--- src/design/lkvc_pkg.sv ---
// shared types and constants of the lru key-value cache
package lkvc_pkg;

    // default number of entries
    localparam int unsigned CAPACITY_DEF = 16;

    // field widths
    localparam int unsigned CAP_W = 5;
    localparam int unsigned KEY_W = 32;
    localparam int unsigned VAL_W = 32;

    // capacity register value after reset
    localparam logic [CAP_W-1:0] CAP_RESET = 5'd16;

    // request kinds carried on tuser
    localparam logic ACT_GET = 1'b0;
    localparam logic ACT_PUT = 1'b1;

    // value returned by a get that misses
    localparam logic [VAL_W-1:0] READ_MISS = {VAL_W{1'b1}};

    // lookup outcome handed from the tag array to the top level
    typedef struct packed {
        logic hit;
        logic insert;
    } lkvc_lookup_t;

endpackage

--- src/design/lkvc_tag_array.sv ---
// key store, valid bits, recency ranks and replacement logic
module lkvc_tag_array #(
    parameter int unsigned CAPACITY = lkvc_pkg::CAPACITY_DEF,
    localparam int unsigned IW = (CAPACITY > 1) ? $clog2(CAPACITY) : 1
) (
    input  logic                           clk,
    input  logic                           rst_n,
    input  logic                           upd_en,
    input  logic                           action,
    input  logic [lkvc_pkg::KEY_W-1:0]     key,
    input  logic [lkvc_pkg::CAP_W-1:0]     cap,
    output lkvc_pkg::lkvc_lookup_t         lookup,
    output logic [IW-1:0]                  hit_idx,
    output logic [IW-1:0]                  slot_idx
);

    localparam int unsigned OW = $clog2(CAPACITY + 1);
    localparam int unsigned EW = (OW > lkvc_pkg::CAP_W) ? OW : lkvc_pkg::CAP_W;

    logic [lkvc_pkg::KEY_W-1:0] key_reg   [CAPACITY];
    logic [IW-1:0]              rank_reg  [CAPACITY];
    logic [IW-1:0]              rank_next [CAPACITY];
    logic [CAPACITY-1:0]        valid_reg;
    logic [CAPACITY-1:0]        valid_next;
    logic [OW-1:0]              occ_reg;
    logic [OW-1:0]              occ_next;

    logic [CAPACITY-1:0] match;
    logic [CAPACITY-1:0] keep;
    logic [EW-1:0]       cap_lo;
    logic [EW-1:0]       eff_cap;
    logic [EW-1:0]       occ_kept;
    logic [IW-1:0]       hit_rank;
    logic                hit;

    // effective capacity, clamped to 1..CAPACITY
    always_comb
    begin
        cap_lo  = (cap == '0) ? EW'(1) : EW'(cap);
        eff_cap = (cap_lo > EW'(CAPACITY)) ? EW'(CAPACITY) : cap_lo;
    end

    // parallel key compare and survivor marks for an insert
    always_comb
    begin
        for (int j = 0; j < CAPACITY; j++)
        begin
            match[j] = valid_reg[j] && (key_reg[j] == key);
            keep[j]  = valid_reg[j] && ((EW'(rank_reg[j]) + EW'(1)) < eff_cap);
        end
    end

    // lowest matching entry and lowest free entry after eviction
    always_comb
    begin
        hit_idx  = '0;
        slot_idx = '0;
        for (int j = CAPACITY - 1; j >= 0; j--)
        begin
            if (match[j])
            begin
                hit_idx = IW'(j);
            end
            if (!keep[j])
            begin
                slot_idx = IW'(j);
            end
        end
    end

    assign hit           = |match;
    assign hit_rank      = rank_reg[hit_idx];
    assign occ_kept      = (EW'(occ_reg) >= eff_cap) ? (eff_cap - EW'(1)) : EW'(occ_reg);
    assign lookup.hit    = hit;
    assign lookup.insert = (action == lkvc_pkg::ACT_PUT) && !hit;

    // rank, valid and occupancy update
    always_comb
    begin
        valid_next = valid_reg;
        rank_next  = rank_reg;
        occ_next   = occ_reg;
        if (upd_en)
        begin
            if (hit)
            begin
                // move the hit entry to the front
                for (int j = 0; j < CAPACITY; j++)
                begin
                    if (valid_reg[j] && (rank_reg[j] < hit_rank))
                    begin
                        rank_next[j] = rank_reg[j] + IW'(1);
                    end
                end
                rank_next[hit_idx] = '0;
            end
            else if (action == lkvc_pkg::ACT_PUT)
            begin
                // drop the oldest entries beyond capacity, age the rest
                for (int j = 0; j < CAPACITY; j++)
                begin
                    if (keep[j])
                    begin
                        rank_next[j] = rank_reg[j] + IW'(1);
                    end
                    else
                    begin
                        valid_next[j] = 1'b0;
                        rank_next[j]  = '0;
                    end
                end
                valid_next[slot_idx] = 1'b1;
                rank_next[slot_idx]  = '0;
                occ_next             = OW'(occ_kept + EW'(1));
            end
        end
    end

    // control state
    always_ff @(posedge clk or negedge rst_n)
    begin
        if (!rst_n)
        begin
            valid_reg <= '0;
            occ_reg   <= '0;
            for (int j = 0; j < CAPACITY; j++)
            begin
                rank_reg[j] <= '0;
            end
        end
        else
        begin
            valid_reg <= valid_next;
            occ_reg   <= occ_next;
            rank_reg  <= rank_next;
        end
    end

    // key store, written on insert
    always_ff @(posedge clk)
    begin
        if (upd_en && lookup.insert)
        begin
            key_reg[slot_idx] <= key;
        end
    end

    // occupancy tracks the valid bits
    a_occ_count: assert property (@(posedge clk) disable iff (!rst_n)
        occ_reg == OW'($countones(valid_reg)))
        else $error("occupancy count differs from valid bits");

    // occupancy stays within the array
    a_occ_bound: assert property (@(posedge clk) disable iff (!rst_n)
        occ_reg <= OW'(CAPACITY))
        else $error("occupancy beyond array size");

    // keys among valid entries are distinct
    a_one_match: assert property (@(posedge clk) disable iff (!rst_n)
        $onehot0(match))
        else $error("key present in more than one entry");

    // an inserted entry is valid and most recent afterwards
    a_insert: assert property (@(posedge clk) disable iff (!rst_n)
        (upd_en && lookup.insert) |=>
            (valid_reg[$past(slot_idx)] && (rank_reg[$past(slot_idx)] == '0)))
        else $error("inserted entry not valid or not most recent");

endmodule

--- src/design/lkvc_data_ram.sv ---
// value memory with one write port and one registered read port
module lkvc_data_ram #(
    parameter int unsigned CAPACITY = lkvc_pkg::CAPACITY_DEF,
    localparam int unsigned IW = (CAPACITY > 1) ? $clog2(CAPACITY) : 1
) (
    input  logic                       clk,
    input  logic                       we,
    input  logic [IW-1:0]              waddr,
    input  logic [lkvc_pkg::VAL_W-1:0] wdata,
    input  logic                       re,
    input  logic [IW-1:0]              raddr,
    output logic [lkvc_pkg::VAL_W-1:0] rdata
);

    logic [lkvc_pkg::VAL_W-1:0] mem [CAPACITY];
    logic [lkvc_pkg::VAL_W-1:0] rdata_reg;

    // write port
    always_ff @(posedge clk)
    begin
        if (we)
        begin
            mem[waddr] <= wdata;
        end
    end

    // registered read port
    always_ff @(posedge clk)
    begin
        if (re)
        begin
            rdata_reg <= mem[raddr];
        end
    end

    assign rdata = rdata_reg;

endmodule

--- src/design/lru_key_value_cache_core.sv ---
// top level of the lru key-value cache
//
// Fully associative key-value cache with least-recently-used replacement.
// A request (tuser: 0 get, 1 put; tdata: key, value) is taken into an input
// register; from there all entries are compared in parallel, and when the
// result register is free the recency ranks, valid bits and value memory are
// updated and the result (tuser: found; tdata: read value, or the written
// value for a put) goes to the output register. One request is taken every
// cycle while the result side keeps up. The rate is set by the parallel key
// compare and rank update across all entries. The capacity register may be
// lowered below the current occupancy; the extra oldest entries are dropped
// at the next put of a new key. Valid bits clear at reset, so no clearing
// pass is needed.
module lru_key_value_cache_core #(
    parameter int unsigned CAPACITY = lkvc_pkg::CAPACITY_DEF
) (
    input  logic                       clk,
    input  logic                       rst_n,
    // request: tdata = key[31:0], value[63:32]; tuser = action
    input  logic                       s_tvalid,
    output logic                       s_tready,
    input  logic [63:0]                s_tdata,
    input  logic                       s_tuser,
    // result: tdata = read_value[31:0]; tuser = found
    output logic                       m_tvalid,
    input  logic                       m_tready,
    output logic [31:0]                m_tdata,
    output logic                       m_tuser,
    // capacity register
    input  logic                       cfg_we,
    input  logic [lkvc_pkg::CAP_W-1:0] cfg_wdata
);

    localparam int unsigned IW = (CAPACITY > 1) ? $clog2(CAPACITY) : 1;

    logic [lkvc_pkg::CAP_W-1:0] cap_reg;

    logic                       req_valid_reg;
    logic                       req_valid_next;
    logic                       req_action_reg;
    logic [lkvc_pkg::KEY_W-1:0] req_key_reg;
    logic [lkvc_pkg::VAL_W-1:0] req_value_reg;

    logic                       out_valid_reg;
    logic                       out_valid_next;
    logic                       out_found_reg;
    logic                       out_get_reg;
    logic [lkvc_pkg::VAL_W-1:0] out_wvalue_reg;

    logic                       accept;
    logic                       advance;
    lkvc_pkg::lkvc_lookup_t     lookup;
    logic [IW-1:0]              hit_idx;
    logic [IW-1:0]              slot_idx;
    logic                       ram_we;
    logic                       ram_re;
    logic [IW-1:0]              ram_waddr;
    logic [lkvc_pkg::VAL_W-1:0] ram_rdata;

    // handshake: the input stage moves on when the result register is free
    assign advance  = req_valid_reg && (!out_valid_reg || m_tready);
    assign s_tready = !req_valid_reg || advance;
    assign accept   = s_tvalid && s_tready;

    always_comb
    begin
        req_valid_next = req_valid_reg;
        if (accept)
        begin
            req_valid_next = 1'b1;
        end
        else if (advance)
        begin
            req_valid_next = 1'b0;
        end
    end

    always_comb
    begin
        out_valid_next = out_valid_reg;
        if (advance)
        begin
            out_valid_next = 1'b1;
        end
        else if (m_tready)
        begin
            out_valid_next = 1'b0;
        end
    end

    // control state and capacity register
    always_ff @(posedge clk or negedge rst_n)
    begin
        if (!rst_n)
        begin
            req_valid_reg <= 1'b0;
            out_valid_reg <= 1'b0;
            cap_reg       <= lkvc_pkg::CAP_RESET;
        end
        else
        begin
            req_valid_reg <= req_valid_next;
            out_valid_reg <= out_valid_next;
            if (cfg_we)
            begin
                cap_reg <= cfg_wdata;
            end
        end
    end

    // input register
    always_ff @(posedge clk)
    begin
        if (accept)
        begin
            req_action_reg <= s_tuser;
            req_key_reg    <= s_tdata[31:0];
            req_value_reg  <= s_tdata[63:32];
        end
    end

    // result flags and written value
    always_ff @(posedge clk)
    begin
        if (advance)
        begin
            out_found_reg  <= lookup.hit;
            out_get_reg    <= (req_action_reg == lkvc_pkg::ACT_GET);
            out_wvalue_reg <= req_value_reg;
        end
    end

    lkvc_tag_array #(
        .CAPACITY (CAPACITY)
    ) u_tags (
        .clk      (clk),
        .rst_n    (rst_n),
        .upd_en   (advance),
        .action   (req_action_reg),
        .key      (req_key_reg),
        .cap      (cap_reg),
        .lookup   (lookup),
        .hit_idx  (hit_idx),
        .slot_idx (slot_idx)
    );

    // value memory: write on any put, read on a get hit
    assign ram_we    = advance && (req_action_reg == lkvc_pkg::ACT_PUT);
    assign ram_re    = advance && (req_action_reg == lkvc_pkg::ACT_GET) && lookup.hit;
    assign ram_waddr = lookup.hit ? hit_idx : slot_idx;

    lkvc_data_ram #(
        .CAPACITY (CAPACITY)
    ) u_data (
        .clk   (clk),
        .we    (ram_we),
        .waddr (ram_waddr),
        .wdata (req_value_reg),
        .re    (ram_re),
        .raddr (hit_idx),
        .rdata (ram_rdata)
    );

    // result side
    assign m_tvalid = out_valid_reg;
    assign m_tuser  = out_found_reg;
    assign m_tdata  = out_get_reg ? (out_found_reg ? ram_rdata : lkvc_pkg::READ_MISS)
                                  : out_wvalue_reg;

endmodule
--- config.mk ---
export PLATFORM = sky130hd
export DESIGN_NAME = lru_key_value_cache_core
export DESIGN_NICKNAME = d
export VERILOG_FILES = /design/src/design/lkvc_pkg.sv /design/src/design/lkvc_tag_array.sv /design/src/design/lkvc_data_ram.sv /design/src/design/lru_key_value_cache_core.sv
export SDC_FILE = /design/constraint.sdc
export NUM_CORES = 2
export LEC_CHECK = 0
export BUFFER_PORTS_ARGS = -buffer_cell sky130_fd_sc_hd__buf_2
export CAP_MARGIN = 20
export CORE_UTILIZATION = 50
export CTS_BUF_LIST = sky130_fd_sc_hd__clkbuf_8 sky130_fd_sc_hd__clkbuf_16
export CTS_CLUSTER_DIAMETER = 120
export DETAILED_ROUTE_END_ITERATION = 10
export PLACE_DENSITY_LB_ADDON = 0.1
export SYNTH_ARGS = -nofsm -noshare
export SYNTH_HDL_FRONTEND = slang
export SYNTH_HIERARCHICAL = 1
export SYNTH_SLANG_ARGS = --single-unit
--- constraint.sdc ---
create_clock -name clk -period 9.1 [get_ports clk]
set_clock_uncertainty 0.1 [all_clocks]
set_input_delay 0.91 -clock clk [delete_from_list [all_inputs] [get_ports clk]]
set_output_delay 0.91 -clock clk [all_outputs]
set_load 0.1 [all_outputs]
Word-level counts from Yosys, hierarchy flattened
Memories as Yosys holds them, arrays and structs flattened. A register that Yosys moved wholly into a read port is not among the register bits.
Index checks and enable logic that the tools add are counted.
- bits in read-only memories: 0
- input bits: 75
- memory bits (writable): 1024
- memories kept: 2
- bits in latches: 0
- register bits after elaboration: 186
- output and inout port bits: 35
- shift operators: 0
- bitwise logic cells: 9
- equal/unequal tests: 16
- reduce and logical (&&, ||, !) cells: 70
- div/mod/pow operators: 0
- mux-type cells: 232
- add/sub/neg operators: 32
- multipliers: 0
- $lt $le $gt $ge: 39
- memories (memory ; words ; bits a word ; read ports ; clocked after Yosys merged registers in ; write ports ; RTL line ; source):
    u_data.mem ; 16 ; 32 ; 1 ; 1 ; 1 ; lkvc_data_ram.sv:15 ; logic [lkvc_pkg::VAL_W-1:0] mem [CAPACITY];
    u_tags.key_reg ; 16 ; 32 ; 16 ; 0 ; 1 ; lkvc_tag_array.sv:20 ; logic [lkvc_pkg::KEY_W-1:0] key_reg [CAPACITY];
- operators with widths (operator ; count):
    4-bit 2-to-1 mux ; 149
    32-bit equality test ; 16
    64-bit AND ; 2
    64-bit 2-to-1 mux ; 2
    64-bit inverter ; 2
    4-bit by 1-bit adder with 5-bit output, second input constant ; 16
    5-bit less-than comparator ; 16
    1-bit 2-to-1 mux ; 73
    4-bit by 1-bit adder with 4-bit output, second input constant ; 16
    4-bit less-than comparator ; 16
    32-bit 2-to-1 mux ; 2
    1-bit logical AND ; 58
    4-bit demux with 4-bit select ; 2
    4-bit binary-select mux with 4-bit select ; 1
    16-bit OR ; 1
    16-bit OR reduction ; 1
    5-bit >= comparator, second input constant ; 2
    5-bit by 1-bit less-than comparator with 1-bit output, second input constant ; 2
    5-bit 2-to-1 mux ; 2
    4-bit inverter with 5-bit output ; 2
    2-bit nonzero test ; 3
    5-bit greater-than comparator, second input constant ; 1
    5-bit zero test ; 1
    4-bit by 5-bit less-than comparator with 1-bit output, second input constant ; 1
    other kinds (7) ; 11

Longest topological paths before layout
- depth in word-level cells: 31
- depth in mapped cells: 24
- gate-level depth less buffers: 20

Cells and area by module
The synthesis kept the hierarchy.
- modules (own cells, without submodules) (module ; area each (sq um) ; cells an instance ; instances):
    lkvc_tag_array ; 31784.2 ; 2571 ; 1
    lkvc_data_ram ; 20155.6 ; 838 ; 1
    lru_key_value_cache_core ; 3663.5 ; 166 ; 1

Worst setup path before layout
Ideal clock, no wire load.
- path type: register -> register
- start point: register cap_reg[4] in the netlist's numbering
- end point: memory u_data/mem[0][0] in the netlist's numbering (enable)
- setup time: 461 ps
- path buffers: 1
- slack: 1883 ps
- data arrival time: 6656 ps
- stages on the path, launching flop included: 15
- clock period less this slack: 7217 ps
- path through: dfstp_2 -> inv_1 -> clkbuf_1 -> nand2_1 -> ha_1 -> a21o_1 -> a21oi_1 -> nor2_1 -> a2111oi_0 -> nand4_1 -> nor3_1 -> a21oi_1 -> mux2_2 -> or3b_2 -> nor3_1
- longest elaborated chain between the ends: 23
- elaborated cells between the ends (all ways): 53
- RTL lines (what ; RTL line ; source):
    from (decl) ; lru_key_value_cache_core.sv:36 ; logic [lkvc_pkg::CAP_W-1:0] cap_reg;
    from (signal assigned) ; lru_key_value_cache_core.sv:98 ; cap_reg <= lkvc_pkg::CAP_RESET;
    from (signal assigned) ; lru_key_value_cache_core.sv:106 ; cap_reg <= cfg_wdata;
    5-bit zero test ; lkvc_tag_array.sv:39 ; cap_lo = (cap == '0) ? EW'(1) : EW'(cap);
    5-bit 2-to-1 mux (*) ; lkvc_tag_array.sv:39 ;
    5-bit greater-than comparator ; lkvc_tag_array.sv:40 ; eff_cap = (cap_lo > EW'(CAPACITY)) ? EW'(CAPACITY) : cap_lo;
    5-bit 2-to-1 mux (*) ; lkvc_tag_array.sv:40 ;
    5-bit less-than comparator ; lkvc_tag_array.sv:49 ; keep[j] = valid_reg[j] && ((EW'(rank_reg[j]) + EW'(1)) < eff_cap);
    1-bit logical AND ; lkvc_tag_array.sv:49 ;
    4-bit 2-to-1 mux (15 in a row) ; lkvc_tag_array.sv:64 ; if (!keep[j])
    4-bit 2-to-1 mux (*) ; lkvc_tag_array.sv:64 ;
    named net slot_idx[2] ; lru_key_value_cache_core.sv:54 ; logic [IW-1:0] slot_idx;
    4-bit 2-to-1 mux (*) ; lru_key_value_cache_core.sv:150 ; assign ram_waddr = lookup.hit ? hit_idx : slot_idx;
    named net ram_waddr[2] ; lru_key_value_cache_core.sv:57 ; logic [IW-1:0] ram_waddr;
    to (decl) ; lkvc_data_ram.sv:15 ;
The timed path passes the listed nets; every way through them passes the cells marked *.

Worst setup path after layout
- start point: register req_key_reg[3] in the netlist's numbering
- end point: register u_tags/rank_reg[61] in the netlist's numbering
- longest elaborated chain between the ends: 29
- elaborated cells between the ends (all ways): 68
- RTL lines (what ; RTL line ; source):
    from (decl) ; lru_key_value_cache_core.sv:41 ; logic [lkvc_pkg::KEY_W-1:0] req_key_reg;
    from (signal assigned) ; lru_key_value_cache_core.sv:117 ; req_key_reg <= s_tdata[31:0];
    32-bit equality test ; lkvc_tag_array.sv:48 ; match[j] = valid_reg[j] && (key_reg[j] == key);
    1-bit logical AND ; lkvc_tag_array.sv:48 ;
    4-bit 2-to-1 mux (15 in a row) ; lkvc_tag_array.sv:60 ; if (match[j])
    4-bit 2-to-1 mux (*) ; lkvc_tag_array.sv:60 ;
    named net hit_idx[1] ; lru_key_value_cache_core.sv:53 ; logic [IW-1:0] hit_idx;
    4-bit inverter with 5-bit output (implied by the code) (*) ; lkvc_tag_array.sv:72, lkvc_tag_array.sv:95 ;
    4-bit binary-select mux with 4-bit select ; lkvc_tag_array.sv:72 ; assign hit_rank = rank_reg[hit_idx];
    4-bit 2-to-1 mux (implied by the code) (2 in a row) ; lkvc_tag_array.sv:72 ;
    4-bit less-than comparator ; lkvc_tag_array.sv:90 ; if (valid_reg[j] && (rank_reg[j] < hit_rank))
    1-bit logical AND ; lkvc_tag_array.sv:90 ;
    4-bit 2-to-1 mux ; lkvc_tag_array.sv:90 ;
    4-bit 2-to-1 mux ; lkvc_tag_array.sv:85 ; if (hit)
    4-bit 2-to-1 mux ; lkvc_tag_array.sv:83 ; if (upd_en)
    64-bit AND (no source line) (*) ; -- ;
    64-bit 2-to-1 mux (*) ; lkvc_tag_array.sv:85 ;
    to (signal assigned) ; lkvc_tag_array.sv:135 ; rank_reg <= rank_next;
    to (decl) ; lkvc_tag_array.sv:21 ; logic [IW-1:0] rank_reg [CAPACITY];
The timed path passes the listed nets; every way through them passes the cells marked *. The select of a mux whose other input is x is not followed.
A chain may end at the register's enable or synchronous reset.

==> impl_metrics.py <==
metrics = {
    "sta": {
        "fin_crit_sh_pct": 78.5,
        "fmax_ghz": 0.140,
        "rsz0062_at_grt": "false",
        "setup_tns_ns": 0,
        "hold_viol": 0,
        "setup_viol": 0,
        "fin_worst_hold_slack_ns": 0.104,
        "fin_crit_ns": 7.15,
        "slew_headroom_pct": 18.3,
        "finalWorstSetupSlack_ns": 1.95,
        "drv_slew": 0,
        "worstMarginPinSlew_ns": 1.21,
    },
    "setup_path": {
        "worstPathArrival_ns": 7.67,
        "worst_path_max_delay_cell": "edfxtp_1",
        "critPathMostFrequentCell": "buf_4",
        "crit_type": "reg2reg",
        "cp_cell_sequence": "buf_4, xor2_1, nor4_1, nand4_1, or3_1, a211oi_1, o221a_2, o21ai_2, buf_4, inv_6, a21oi_1, mux2_2, a21oi_1, o221ai_2, buf_4, ha_1, or3_1, a2111oi_2, nor3_1, nand2b_1, a22o_1",
        "crit_family": "compound AO/OA/AOI/OAI gates",
        "cp_num_buf_inv": 4,
        "r2r_start": "req_key_reg[3]$_DFFE_PP_",
        "crit_start": "req_key_reg[3]$_DFFE_PP_",
        "critPathMaxStageDelay_ns": 0.97,
        "crit_path_end_kind": "flip-flop",
        "crit_required_ns": 9.63,
        "crit_fanout": 57,
        "worstSetupStartpointType": "flip-flop",
    },
    "global_route": {
        "met3_usage_pct": 4.20,
        "grt.total_usage_pct": 27.3,
        "antenna_found_initial": 3,
        "use_met2_pct": 42.6,
        "gr-max-usage-layer": "met2",
        "grt_pass1_wl_um": 224000,
        "grt_max_degree": 107,
        "first_global_vias": 33500,
        "grt.overflow.total": 0,
        "globalRouteMet1Util_pct": 39.8,
    },
    "floorplanning": {
        "fp-row-count": 121,
        "core_mm2": 0.110,
        "dieHeight_um": 335,
        "initial_utilization_pct": 50.7,
        "die_w_um": 335,
        "die-area_mm2": 0.113,
        "io_pins": 110,
    },
    "final_layout": {
        "antennaDiodeCount": 0,
        "drive_gt1_share_pct": 16.6,
        "stdcell_count": 5375,
        "area_growth_pct": 12.7,
        "utilization_pct": 57.2,
        "nFillCells": 8675,
        "nNetsFinal": 4004,
    },
    "place": {
        "pre_cts_ws_ns": 2.03,
        "portBuffers": 109,
        "placed_cells": 5141,
        "gp_congestion": 0.918,
        "dp_hpwl_um": 95400,
    },
    "synth": {
        "synth_edf_count": 1155,
        "synth_top_area_share_pct": 62.4,
        "syn_inst": 3575,
        "synth_largest_area_cell": "edfxtp_1",
        "synthMostInstantiatedCell": "edfxtp_1",
        "yosysSeqAreaShare_pct": 66.3,
        "synth_flop_cell": "edfxtp_1",
        "synthTopCellsByArea": "edfxtp_1 62%, xor2_1 6.3%, mux4_2 5.2%",
        "synthArstFlopShare_pct": 7.00,
        "synth.distinct_cells": 80,
        "synth_common_cells": "1,155 x edfxtp_1, 399 x xor2_1, 173 x nor4_1",
        "synthesis.nets": 3778,
        "syn-cell-area_mm2": 0.0556,
        "avgSynthCellArea_um2": 15.6,
        "ys_warn_count": 6,
        "ys_ff_latch": 1242,
    },
    "run": {
        "drv_cap": 0,
    },
    "clock_network": {
        "path_clk_slew_ns": 0.06,
        "htree_levels": 4,
        "cts.sinks": 1242,
        "cts_tree": "built",
        "worst_skew_pair.late_latency_ns": 0.75,
        "holdBufCountCts": 0,
        "post_cts_buffers": 0,
        "cts_resized": 0,
        "root_buffer": "clkbuf_16",
        "cts_buffer_depth": 3,
        "numCtsBuffers": 133,
    },
    "detailed_routing": {
        "drc": 0,
        "viasPerCell": 6.19,
        "initialDrtViolationCount": 3251,
        "drt_wl_total_um": 152000,
        "wl_per_cell_um": 28.3,
        "postRouteAntennaNets": 0,
        "firstDrtPassIters": 6,
        "via_count": 33300,
    },
    "pwr": {
        "p_leak_nw": 21.4,
        "powerDensity_mw_per_mm2": 242,
        "ir_drop_uv": 211,
    },
    "hold_path": {
        "hold_path_class": "in2async",
    },
    "status": {
        "status": "finished, final reports clean",
    },
}
-- worst paths after layout --
path,end,depth (start not counted),slack [ns]
setup / recovery,u_tags/rank_reg[61]$_DFFE_PN0P_,21,1.95
hold / removal,u_tags/rank_reg[60]$_DFFE_PN0P_,1,0.10
setup reg to reg,u_tags/rank_reg[61]$_DFFE_PN0P_,21,1.95
hold reg to reg,cap_reg[2]$_DFFE_PN0P_,1,0.45
max in group asynchronous,u_tags/rank_reg[12]$_DFFE_PN0P_,2,7.73
min in group clk,req_value_reg[19]$_DFFE_PP_,1,0.24
-- layout by cell type, fill, tap and decap left out, drive strengths merged, types with 21 or more instances in the layout --
| cell | count |
|---|---|
| o21ai | 74 |
| mux2i | 35 |
| nand3 | 65 |
| edfxtp | 1155 |
| a21o | 24 |
| nand3b | 23 |
| mux4 | 128 |
| inv | 98 |
| and3 | 24 |
| nand4 | 78 |
| ha | 128 |
| dfrtp | 86 |
| a31oi | 30 |
| a22oi | 64 |
| nor2 | 94 |
| nand2 | 133 |
| o211ai | 31 |
| nor4 | 173 |
| xnor2 | 140 |
| o22a | 36 |
| nor3 | 53 |
| xor2 | 399 |
| o21a | 23 |
| clkinv | 44 |
| nand2b | 45 |
| clkbuf | 140 |
| mux2 | 21 |
| buf | 236 |
| a21oi | 58 |
-- where the power goes --
part           internal [mW]  switching [mW]
clock                   3.04            2.20
sequential              6.79           0.385
combinational          0.931            1.80
total                   10.8            4.38
-- layer usage --
metal | up-vias | share of wire (%)
li1 | 14500 | -
met1 | 17200 | 44
met2 | 1323 | 46
met3 | 255 | 6.8
met4 | 0 | 2.6
met5 | - | 0
-- layout make-up --
cell class	count	area [um^2]	share of cell area [%]
Clock buffer	140	3480	5.55
Clock inverter	93	739	1.18
Inverter	63	241	0.385
Multi-Input combinational cell	2125	17900	28.5
Sequential cell	1242	36900	58.8
Tap cell	1476	1850	2.95
Timing Repair Buffer	236	1620	2.59
-- logic make-up after synthesis --
group	Yosys count	synth area share, %
flops	1242	66.3
simple gates	823	8.37
xor+xnor	539	8.49
compound gates	451	5.78
buf+inv	208	1.94
mux	184	6.24
fa+ha+maj	128	2.88
-- metrics by stage --
step,power (mW),area [um^2]
6_report,15.1,62700
5_1_grt,15.8,62700
2_1_floorplan,8.90,55600
3_5_place_dp,9.99,58400
3_3_place_gp,9.90,58300
4_1_cts,15.2,62600
Note: power is estimated with default switching activity, not from simulation.
